===== config.mk =====
export PLATFORM = sky130hd
export DESIGN_NAME = multi_button_debouncer_unit_flat
export DESIGN_NICKNAME = d
export VERILOG_FILES = /design/src/mbd_pkg.sv /design/src/mbd_if.sv /design/src/mbd_lane.sv /design/src/mbd_merge.sv /design/src/multi_button_debouncer_unit.sv /design/src/flat_wrapper.sv
export SDC_FILE = /design/constraint.sdc
export NUM_CORES = 1
export LEC_CHECK = 0
export ABC_CLOCK_PERIOD_IN_PS = 3750
export BUFFER_PORTS_ARGS = -buffer_cell sky130_fd_sc_hd__clkbuf_2
export CAP_MARGIN = 10
export CORE_ASPECT_RATIO = 0.6
export CORE_UTILIZATION = 47
export CTS_CLUSTER_SIZE = 8
export DETAILED_ROUTE_END_ITERATION = 7
export PLACE_DENSITY_LB_ADDON = 0.05
export SETUP_SLACK_MARGIN = 0.4
export SLEW_MARGIN = 20
export SYNTH_ARGS = -nofsm -noshare
export SYNTH_HDL_FRONTEND = slang
export SYNTH_HIERARCHICAL = 1
export SYNTH_SLANG_ARGS = --single-unit

===== constraint.sdc =====
create_clock -name clk -period 3.75 [get_ports clk]
set_clock_uncertainty 0.05 [all_clocks]
set_input_delay 0.9375 -clock clk [delete_from_list [all_inputs] [get_ports clk]]
set_output_delay 0.9375 -clock clk [all_outputs]
set_load 0.02 [all_outputs]

===== src/mbd_pkg.sv =====
`timescale 1ns / 1ps
// ----------------------------------------------------------------------------
// Debouncer package
// Shared widths, reset values and types of the multi-button debouncer.
// ----------------------------------------------------------------------------
package mbd_pkg;

	localparam int NUM_BUTTONS = 5;
	localparam int CNT_W       = 8;
	localparam int TICK_W      = 32;

	localparam logic [CNT_W-1:0] DEBOUNCE_RESET = CNT_W'(4);

	typedef logic [NUM_BUTTONS-1:0] button_vec_t;
	typedef logic [CNT_W-1:0]       run_cnt_t;
	typedef logic [TICK_W-1:0]      tick_t;

	// What one lane reports after a tick.
	typedef struct packed {
		logic held;
		logic pending;
	} lane_status_t;

	typedef lane_status_t [NUM_BUTTONS-1:0] lane_status_vec_t;

endpackage


===== src/mbd_if.sv =====
`timescale 1ns / 1ps
// ----------------------------------------------------------------------------
// Debouncer channel interfaces
// Valid/ready channels for input samples and result items.
// ----------------------------------------------------------------------------
interface mbd_sample_if;
	logic                 valid;
	logic                 ready;
	mbd_pkg::button_vec_t pin_levels;
	mbd_pkg::button_vec_t ack_mask;

	modport source (output valid, output pin_levels, output ack_mask, input ready);
	modport sink   (input valid, input pin_levels, input ack_mask, output ready);
endinterface

interface mbd_status_if;
	logic                 valid;
	logic                 ready;
	mbd_pkg::button_vec_t pressed_events;
	mbd_pkg::button_vec_t held_buttons;
	mbd_pkg::tick_t       tick_count;

	modport source (output valid, output pressed_events, output held_buttons,
		output tick_count, input ready);
	modport sink   (input valid, input pressed_events, input held_buttons,
		input tick_count, output ready);
endinterface


===== src/mbd_lane.sv =====
`timescale 1ns / 1ps
// ----------------------------------------------------------------------------
// Debouncer lane
// Run counters, held flag and sticky press event of a single button.
// ----------------------------------------------------------------------------
module mbd_lane (
	input  logic                  clk,
	input  logic                  arst_n,
	input  logic                  en,
	input  logic                  level,
	input  logic                  ack,
	input  mbd_pkg::run_cnt_t     count,
	output mbd_pkg::lane_status_t status_next
);

	mbd_pkg::run_cnt_t high_run_q, low_run_q;
	mbd_pkg::run_cnt_t high_run_d, low_run_d;
	mbd_pkg::run_cnt_t high_inc, low_inc;
	logic              held_q, pending_q;
	logic              held_d, pending_d;

	assign high_inc = high_run_q + mbd_pkg::CNT_W'(1);
	assign low_inc  = low_run_q + mbd_pkg::CNT_W'(1);

	always_comb begin
		high_run_d = high_run_q;
		low_run_d  = low_run_q;
		held_d     = held_q;
		pending_d  = pending_q & ~ack;
		if (level) begin
			// Runs saturate at the count; reaching it releases the button.
			if (high_run_q < count) begin
				high_run_d = high_inc;
				if (high_inc >= count) begin
					held_d = 1'b0;
				end
			end
			low_run_d = '0;
		end else begin
			if (low_run_q < count) begin
				low_run_d = low_inc;
				if (low_inc >= count && !held_q) begin
					held_d    = 1'b1;
					pending_d = 1'b1;
				end
			end
			high_run_d = '0;
		end
	end

	always_ff @(posedge clk or negedge arst_n) begin
		if (!arst_n) begin
			high_run_q <= '0;
			low_run_q  <= '0;
			held_q     <= 1'b0;
			pending_q  <= 1'b0;
		end else if (en) begin
			high_run_q <= high_run_d;
			low_run_q  <= low_run_d;
			held_q     <= held_d;
			pending_q  <= pending_d;
		end
	end

	assign status_next.held    = held_d;
	assign status_next.pending = pending_d;

endmodule


===== src/mbd_merge.sv =====
`timescale 1ns / 1ps
// ----------------------------------------------------------------------------
// Debouncer merge stage
// Gathers the lane results and the tick count into the output register.
// ----------------------------------------------------------------------------
module mbd_merge (
	input  logic                      clk,
	input  logic                      arst_n,
	input  logic                      en,
	input  mbd_pkg::lane_status_vec_t lanes,
	input  mbd_pkg::tick_t            tick_next,
	output logic                      take_ok,
	mbd_status_if.source              status
);

	mbd_pkg::button_vec_t pressed_d, held_d;
	mbd_pkg::button_vec_t pressed_s1, held_s1;
	mbd_pkg::tick_t       tick_s1;
	logic                 valid_s1;

	always_comb begin
		for (int i = 0; i < mbd_pkg::NUM_BUTTONS; i++) begin
			pressed_d[i] = lanes[i].pending;
			held_d[i]    = lanes[i].held;
		end
	end

	always_ff @(posedge clk or negedge arst_n) begin
		if (!arst_n) begin
			valid_s1 <= 1'b0;
		end else if (en) begin
			valid_s1 <= 1'b1;
		end else if (status.ready) begin
			valid_s1 <= 1'b0;
		end
	end

	always_ff @(posedge clk) begin
		if (en) begin
			pressed_s1 <= pressed_d;
			held_s1    <= held_d;
			tick_s1    <= tick_next;
		end
	end

	// A new item may enter when the register is empty or drains this cycle.
	assign take_ok = !valid_s1 || status.ready;

	assign status.valid          = valid_s1;
	assign status.pressed_events = pressed_s1;
	assign status.held_buttons   = held_s1;
	assign status.tick_count     = tick_s1;

endmodule


===== src/multi_button_debouncer_unit.sv =====
`timescale 1ns / 1ps
// ----------------------------------------------------------------------------
// Multi-button debouncer
// Counter-based debouncing of active-low buttons with sticky press events.
// ----------------------------------------------------------------------------
//
//  Channel   Direction  Payload                                  Transfer when
//  sample    in         pin_levels, ack_mask                     valid & ready
//  status    out        pressed_events, held_buttons, tick_count valid & ready
//  cfg       in         cfg_wr_data (debounce count)             cfg_wr_en
//
// The lanes update on the transfer edge and the result lands in the output
// register on that same edge, which drives the status port. A new sample is
// taken every cycle; the only limit is the output register, which takes one
// while it is empty or being drained. Reset clears all run counters, flags,
// events and the tick counter and sets the debounce count to four. A stall on
// status holds sample.ready low.
//
// One lane per button holds that button's run counters, held flag and
// pending event. The merge stage packs the lane results and the advanced
// tick count into the output register.
// ----------------------------------------------------------------------------
module multi_button_debouncer_unit (
	input  logic              clk,
	input  logic              arst_n,
	mbd_sample_if.sink        sample,
	mbd_status_if.source      status,
	input  logic              cfg_wr_en,
	input  mbd_pkg::run_cnt_t cfg_wr_data
);

	mbd_pkg::run_cnt_t         count_q;
	mbd_pkg::tick_t            tick_q;
	mbd_pkg::tick_t            tick_next;
	mbd_pkg::lane_status_vec_t lane_next;
	logic                      take_ok;
	logic                      fire;

	assign sample.ready = take_ok;
	assign fire         = sample.valid && take_ok;

	// The user must write the debounce count only while the block is idle; the block does not enforce this.
	always_ff @(posedge clk or negedge arst_n) begin
		if (!arst_n) begin
			count_q <= mbd_pkg::DEBOUNCE_RESET;
		end else if (cfg_wr_en) begin
			count_q <= cfg_wr_data;
		end
	end

	// The tick counter wraps naturally at its full width.
	assign tick_next = tick_q + mbd_pkg::TICK_W'(1);

	always_ff @(posedge clk or negedge arst_n) begin
		if (!arst_n) begin
			tick_q <= '0;
		end else if (fire) begin
			tick_q <= tick_next;
		end
	end

	// One lane per button; acknowledges are applied inside each lane before
	// the new level is examined, so a press on the same tick stays pending.
	for (genvar g = 0; g < mbd_pkg::NUM_BUTTONS; g++) begin : g_lane
		mbd_lane u_lane (
			.clk         (clk),
			.arst_n      (arst_n),
			.en          (fire),
			.level       (sample.pin_levels[g]),
			.ack         (sample.ack_mask[g]),
			.count       (count_q),
			.status_next (lane_next[g])
		);
	end

	mbd_merge u_merge (
		.clk       (clk),
		.arst_n    (arst_n),
		.en        (fire),
		.lanes     (lane_next),
		.tick_next (tick_next),
		.take_ok   (take_ok),
		.status    (status)
	);

	// Every accepted sample produces a result in the next cycle.
	assert property (@(posedge clk) disable iff (!arst_n)
		fire |=> status.valid)
		else $error("accepted sample produced no result");

	// The result carries the advanced tick count.
	assert property (@(posedge clk) disable iff (!arst_n)
		fire |=> status.tick_count == tick_q)
		else $error("result tick count does not match tick counter");

	// The tick counter moves only on a sample transfer.
	assert property (@(posedge clk) disable iff (!arst_n)
		!fire |=> tick_q == $past(tick_q))
		else $error("tick counter moved without a transfer");

endmodule


===== src/flat_wrapper.sv =====
// flat-port wrapper written by rule: the top's interface ports become plain ports
module multi_button_debouncer_unit_flat 
  (clk, arst_n, cfg_wr_en, cfg_wr_data, sample_valid, sample_pin_levels, sample_ack_mask, sample_ready, status_valid, status_pressed_events, status_held_buttons, status_tick_count, status_ready);
  mbd_sample_if sample_i ();
  mbd_status_if status_i ();
  input  logic clk;
  input  logic arst_n;
  input  logic cfg_wr_en;
  input  mbd_pkg::run_cnt_t cfg_wr_data;
  input wire logic [$bits(sample_i.valid)-1:0] sample_valid;
  input wire logic [$bits(sample_i.pin_levels)-1:0] sample_pin_levels;
  input wire logic [$bits(sample_i.ack_mask)-1:0] sample_ack_mask;
  output wire logic [$bits(sample_i.ready)-1:0] sample_ready;
  output wire logic [$bits(status_i.valid)-1:0] status_valid;
  output wire logic [$bits(status_i.pressed_events)-1:0] status_pressed_events;
  output wire logic [$bits(status_i.held_buttons)-1:0] status_held_buttons;
  output wire logic [$bits(status_i.tick_count)-1:0] status_tick_count;
  input wire logic [$bits(status_i.ready)-1:0] status_ready;
  assign sample_i.valid = sample_valid;
  assign sample_i.pin_levels = sample_pin_levels;
  assign sample_i.ack_mask = sample_ack_mask;
  assign sample_ready = sample_i.ready;
  assign status_valid = status_i.valid;
  assign status_pressed_events = status_i.pressed_events;
  assign status_held_buttons = status_i.held_buttons;
  assign status_tick_count = status_i.tick_count;
  assign status_i.ready = status_ready;
  multi_button_debouncer_unit u_core (.clk(clk), .arst_n(arst_n), .sample(sample_i), .status(status_i), .cfg_wr_en(cfg_wr_en), .cfg_wr_data(cfg_wr_data));
endmodule

==> results.tsv <==
stage	metric	value	unit
outcome	status	completed	
pwr	powerDensity	468	mW/mm²
grt	grt_max_degree	77	
critical_path	cp_num_buf_inv	0	
floorplan	fp.dieH	134	µm
clock_tree	cts-resized-gates	0	
critical_path	cpLargestDelayFamily	simple AND/OR/NAND/NOR gates	
critical_path	crit_type	register to register	
layout	antenna-diode-count	0	
detailed_routing	routed_wl	32800	µm
grt	antenna_found_initial	0	
critical_path	worstSetupStartpointType	register	
critical_path	max_stage_delay	0.44	ns
detailed_routing	wl_per_cell	18.2	µm
synthesis	synth_ff_type	dfrtp_1	
grt	grt-ovfl-total	0	
pwr	ir_drop	0.293	mV
sta	fmax	344	MHz
floorplan	pin_count	67	
critical_path	cpMostUsedCell	ha_1	
detailed_routing	viasPerCell	5.90	
layout	drive_above_1_share	14.6	%
synthesis	ys_ff_latch	173	
layout	post-route-util	52.9	%
synthesis	postSynthAreaPerCell	9.91	µm²
placed_design	dpl.cell_count	1770	
floorplan	rows	47	
critical_path	reg2regPathDepth	10	
sta	slew_headroom	42.1	%
critical_path	r2r_slack	0.84	ns
clock_tree	postCtsSetupBuffers	0	
pwr	leakage	6.63	nW
critical_path	crit_required	3.89	ns
clock_tree	clockBufferDepth	2	
sta	report.final.slew_viol_count	0	
clock_tree	worstSkewPairLatency	0.45	ns
layout	fill_cells	2520	
sta	rsz0062_at_grt	no	
critical_path	crit_arrival	3.05	ns
clock_tree	htreeDepth	4	
layout	mostFrequentLayoutCells	ha_1, dfrtp_1, inv_1	
detailed_routing	drt-initial-drc-count	909	
synthesis	syn-cell-area	0.0137	mm²
sta	setup_tns	0	ns
synthesis	synth_warnings	6	
sta	worst_pin_slew	0.862	ns
synthesis	synthCells	1378	
critical_path	path_cells	ha_1 -> nand3_1 -> nor3_1 -> xnor2_1 -> ha_1 -> and3_4 -> a221oi_2 -> o31ai_2 -> and4b_4 -> a22o_1	
sta	setup_viol_count_final	0	
sta	hold_viol_final	0	
critical_path	path_max_fanout	6	
job	maxCapViolCount	0	
layout	design_area	0.0148	mm²
detailed_routing	ant_nets	0	
layout	fin_cells	1802	
sta	period_minus_slack	2.91	ns
detailed_routing	firstDrtPassIters	5	
floorplan	dieWidth	222	µm
grt	grt_pass1_vias	9939	
placed_design	numPortBuffers	66	
synthesis	ys_types	64	
grt	grt_pass1_wl	54200	µm
synthesis	ys_seq_area_share	33.2	%
critical_path	endpoint_kind	register	
synthesis	synth_edf_count	42	
placed_design	post_dp_cell_area	0.0143	mm²
synthesis	async_flop_share	75.7	%
critical_path	cp_slowest_cell	dfrtp_1	
clock_tree	numCtsBuffers	17	
clock_tree	clk_pin_slew	0.07	ns
layout	area_growth	8.56	%
detailed_routing	via_count	10600	
layout	nNetsFinal	1616	
placed_design	hpwl	24000	µm
floorplan	placeableCoreArea	0.0281	mm²
placed_design	place.gp.congestion	0.835	
clock_tree	clock-root-buffer	clkbuf_16	
detailed_routing	drcViolationCount	0	
grt	grtUsageTotal	22.7	%
placed_design	dp_slack	0.805	ns
sta	finalCritPeriodShare	77.6	%
floorplan	initial_core_util	48.7	%
sta	fin_ws	0.841	ns
layout	layout_commonest_cell	ha_1	
clock_tree	cts_tree	built	
clock_tree	cts.sinks	173	
layout	seq_area	0.00454	mm²
floorplan	die-area	0.0298	mm²
critical_path	path_depth	10	
clock_tree	cts_hold_buffers	0	
synthesis	syn_nets	1572	
worst_hold_path	hp-class	input pin to async pin	
layout	multi_input_area	0.00839	mm²
## through the flow
stage | hold slack [ns] | total power, W
finish | 0.396 | 0.00695
global route | 0.439 | 0.00747
CTS | 0.416 | 0.00699
detailed placement | 0.434 | 0.00523
global placement | 0.428 | 0.00520
floorplan | 0.414 | 0.00468
## area by class of cell
cell class | instances | area share (%)
Multi-Input combinational cell | 1042 | 56.6
Sequential cell | 173 | 30.6
Timing Repair Buffer | 85 | 3.32
Tap cell | 367 | 3.10
Clock buffer | 19 | 2.92
Inverter | 103 | 2.64
Clock inverter | 13 | 0.810
## per-layer routing
layer  wire length, µm  track usage, %  part of all wire, %  vias to the layer above
li1                  -               -                    -                     5251
met4               261            5.05                 0.80                        0
met5                 0               0                    0                        -
met1             18700            37.4                   57                     5152
met3              1290            3.75                  3.9                       14
met2             12600            30.0                   38                      217
## synthesized netlist by cell type, types with 6 or more instances
library cell | instances | area, µm²
a211o_1 | 10 | 87.6
a211oi_1 | 10 | 75.1
a21o_1 | 15 | 113
a21o_2 | 10 | 87.6
a21oi_1 | 35 | 175
a311o_1 | 30 | 300
a41oi_1 | 15 | 131
and2_1 | 8 | 50.1
and3_1 | 13 | 81.3
and3_4 | 10 | 113
and4_1 | 14 | 123
buf_2 | 16 | 80.1
buf_4 | 17 | 128
clkbuf_1 | 20 | 75.1
dfrtp_1 | 130 | 3250
edfxtp_1 | 42 | 1260
ha_1 | 171 | 2140
inv_1 | 103 | 387
mux2_2 | 8 | 90.1
nand2_1 | 83 | 312
nand2b_1 | 46 | 288
nand3_1 | 86 | 430
nand3_2 | 11 | 110
nand4_1 | 35 | 219
nor2_1 | 56 | 210
nor2b_1 | 25 | 156
nor3_1 | 25 | 125
nor4_1 | 6 | 37.5
o211ai_1 | 35 | 263
o21ai_0 | 15 | 75.1
o221ai_1 | 15 | 131
o311ai_1 | 30 | 263
xnor2_1 | 76 | 666
xor2_1 | 45 | 394
## worst register-to-register path, cell delays in order (launching register included)
cell,delay (ns)
dfrtp_1,0.44
ha_1,0.26
nand3_1,0.19
nor3_1,0.24
xnor2_1,0.20
ha_1,0.30
and3_4,0.16
a221oi_2,0.28
o31ai_2,0.13
and4b_4,0.23
a22o_1,0.19
## cell families (layout without fill, tap and decap cells)
| group | count (synthesis) | count (layout) | synth area share [%] |
|---|---|---|---|
| and+or+nand+nor | 452 | 452 | 19.1 |
| muxes | 8 | 8 | 0.660 |
| AOI/OAI and AO/OA | 290 | 290 | 18.2 |
| buffers and inverters | 163 | 220 | 5.37 |
| adders and majority gates | 171 | 171 | 15.7 |
| DFF | 173 | 173 | 33.2 |
| xor gates and xnor gates | 121 | 121 | 7.76 |
## final timing paths
path / end / start
worst max-delay path: u_core/u_merge/status.pressed_events[2] / u_core/g_lane[2].u_lane/low_run_q[0]
worst min-delay path: u_core/g_lane[3].u_lane/high_run_q[5] / arst_n
worst max register to register: u_core/u_merge/status.pressed_events[2] / u_core/g_lane[2].u_lane/low_run_q[0]
worst min register to register: u_core/tick_q[31] / u_core/tick_q[31]
max in group asynchronous: u_core/tick_q[31] / arst_n
min in group clk: u_core/tick_q[31] / u_core/tick_q[31]
## registers in the layout, summed over array words and instances (netlist names)
register / count
u_core/u_merge/status.held_buttons: 5
u_core/count_q: 8
u_core/g_lane.u_lane/pending_q: 5
u_core/g_lane.u_lane/high_run_q: 40
u_core/u_merge/status.pressed_events: 5
u_core/g_lane.u_lane/held_q: 5
u_core/g_lane.u_lane/low_run_q: 40
u_core/u_merge/status.tick_count: 32
u_core/tick_q: 32
u_core/u_merge/status.valid: 1
## where the power goes
group / total, W / switching [W] / leakage (nW) / internal [W]
logic: 0.00245 / 0.00133 / 4.24 / 0.00112
clock network: 0.00173 / 0.000808 / 0.261 / 0.000918
registers: 0.00277 / 0.000494 / 2.12 / 0.00228
total: 0.00695 / 0.00263 / 6.63 / 0.00432
Power figures use the tool's default switching activity.
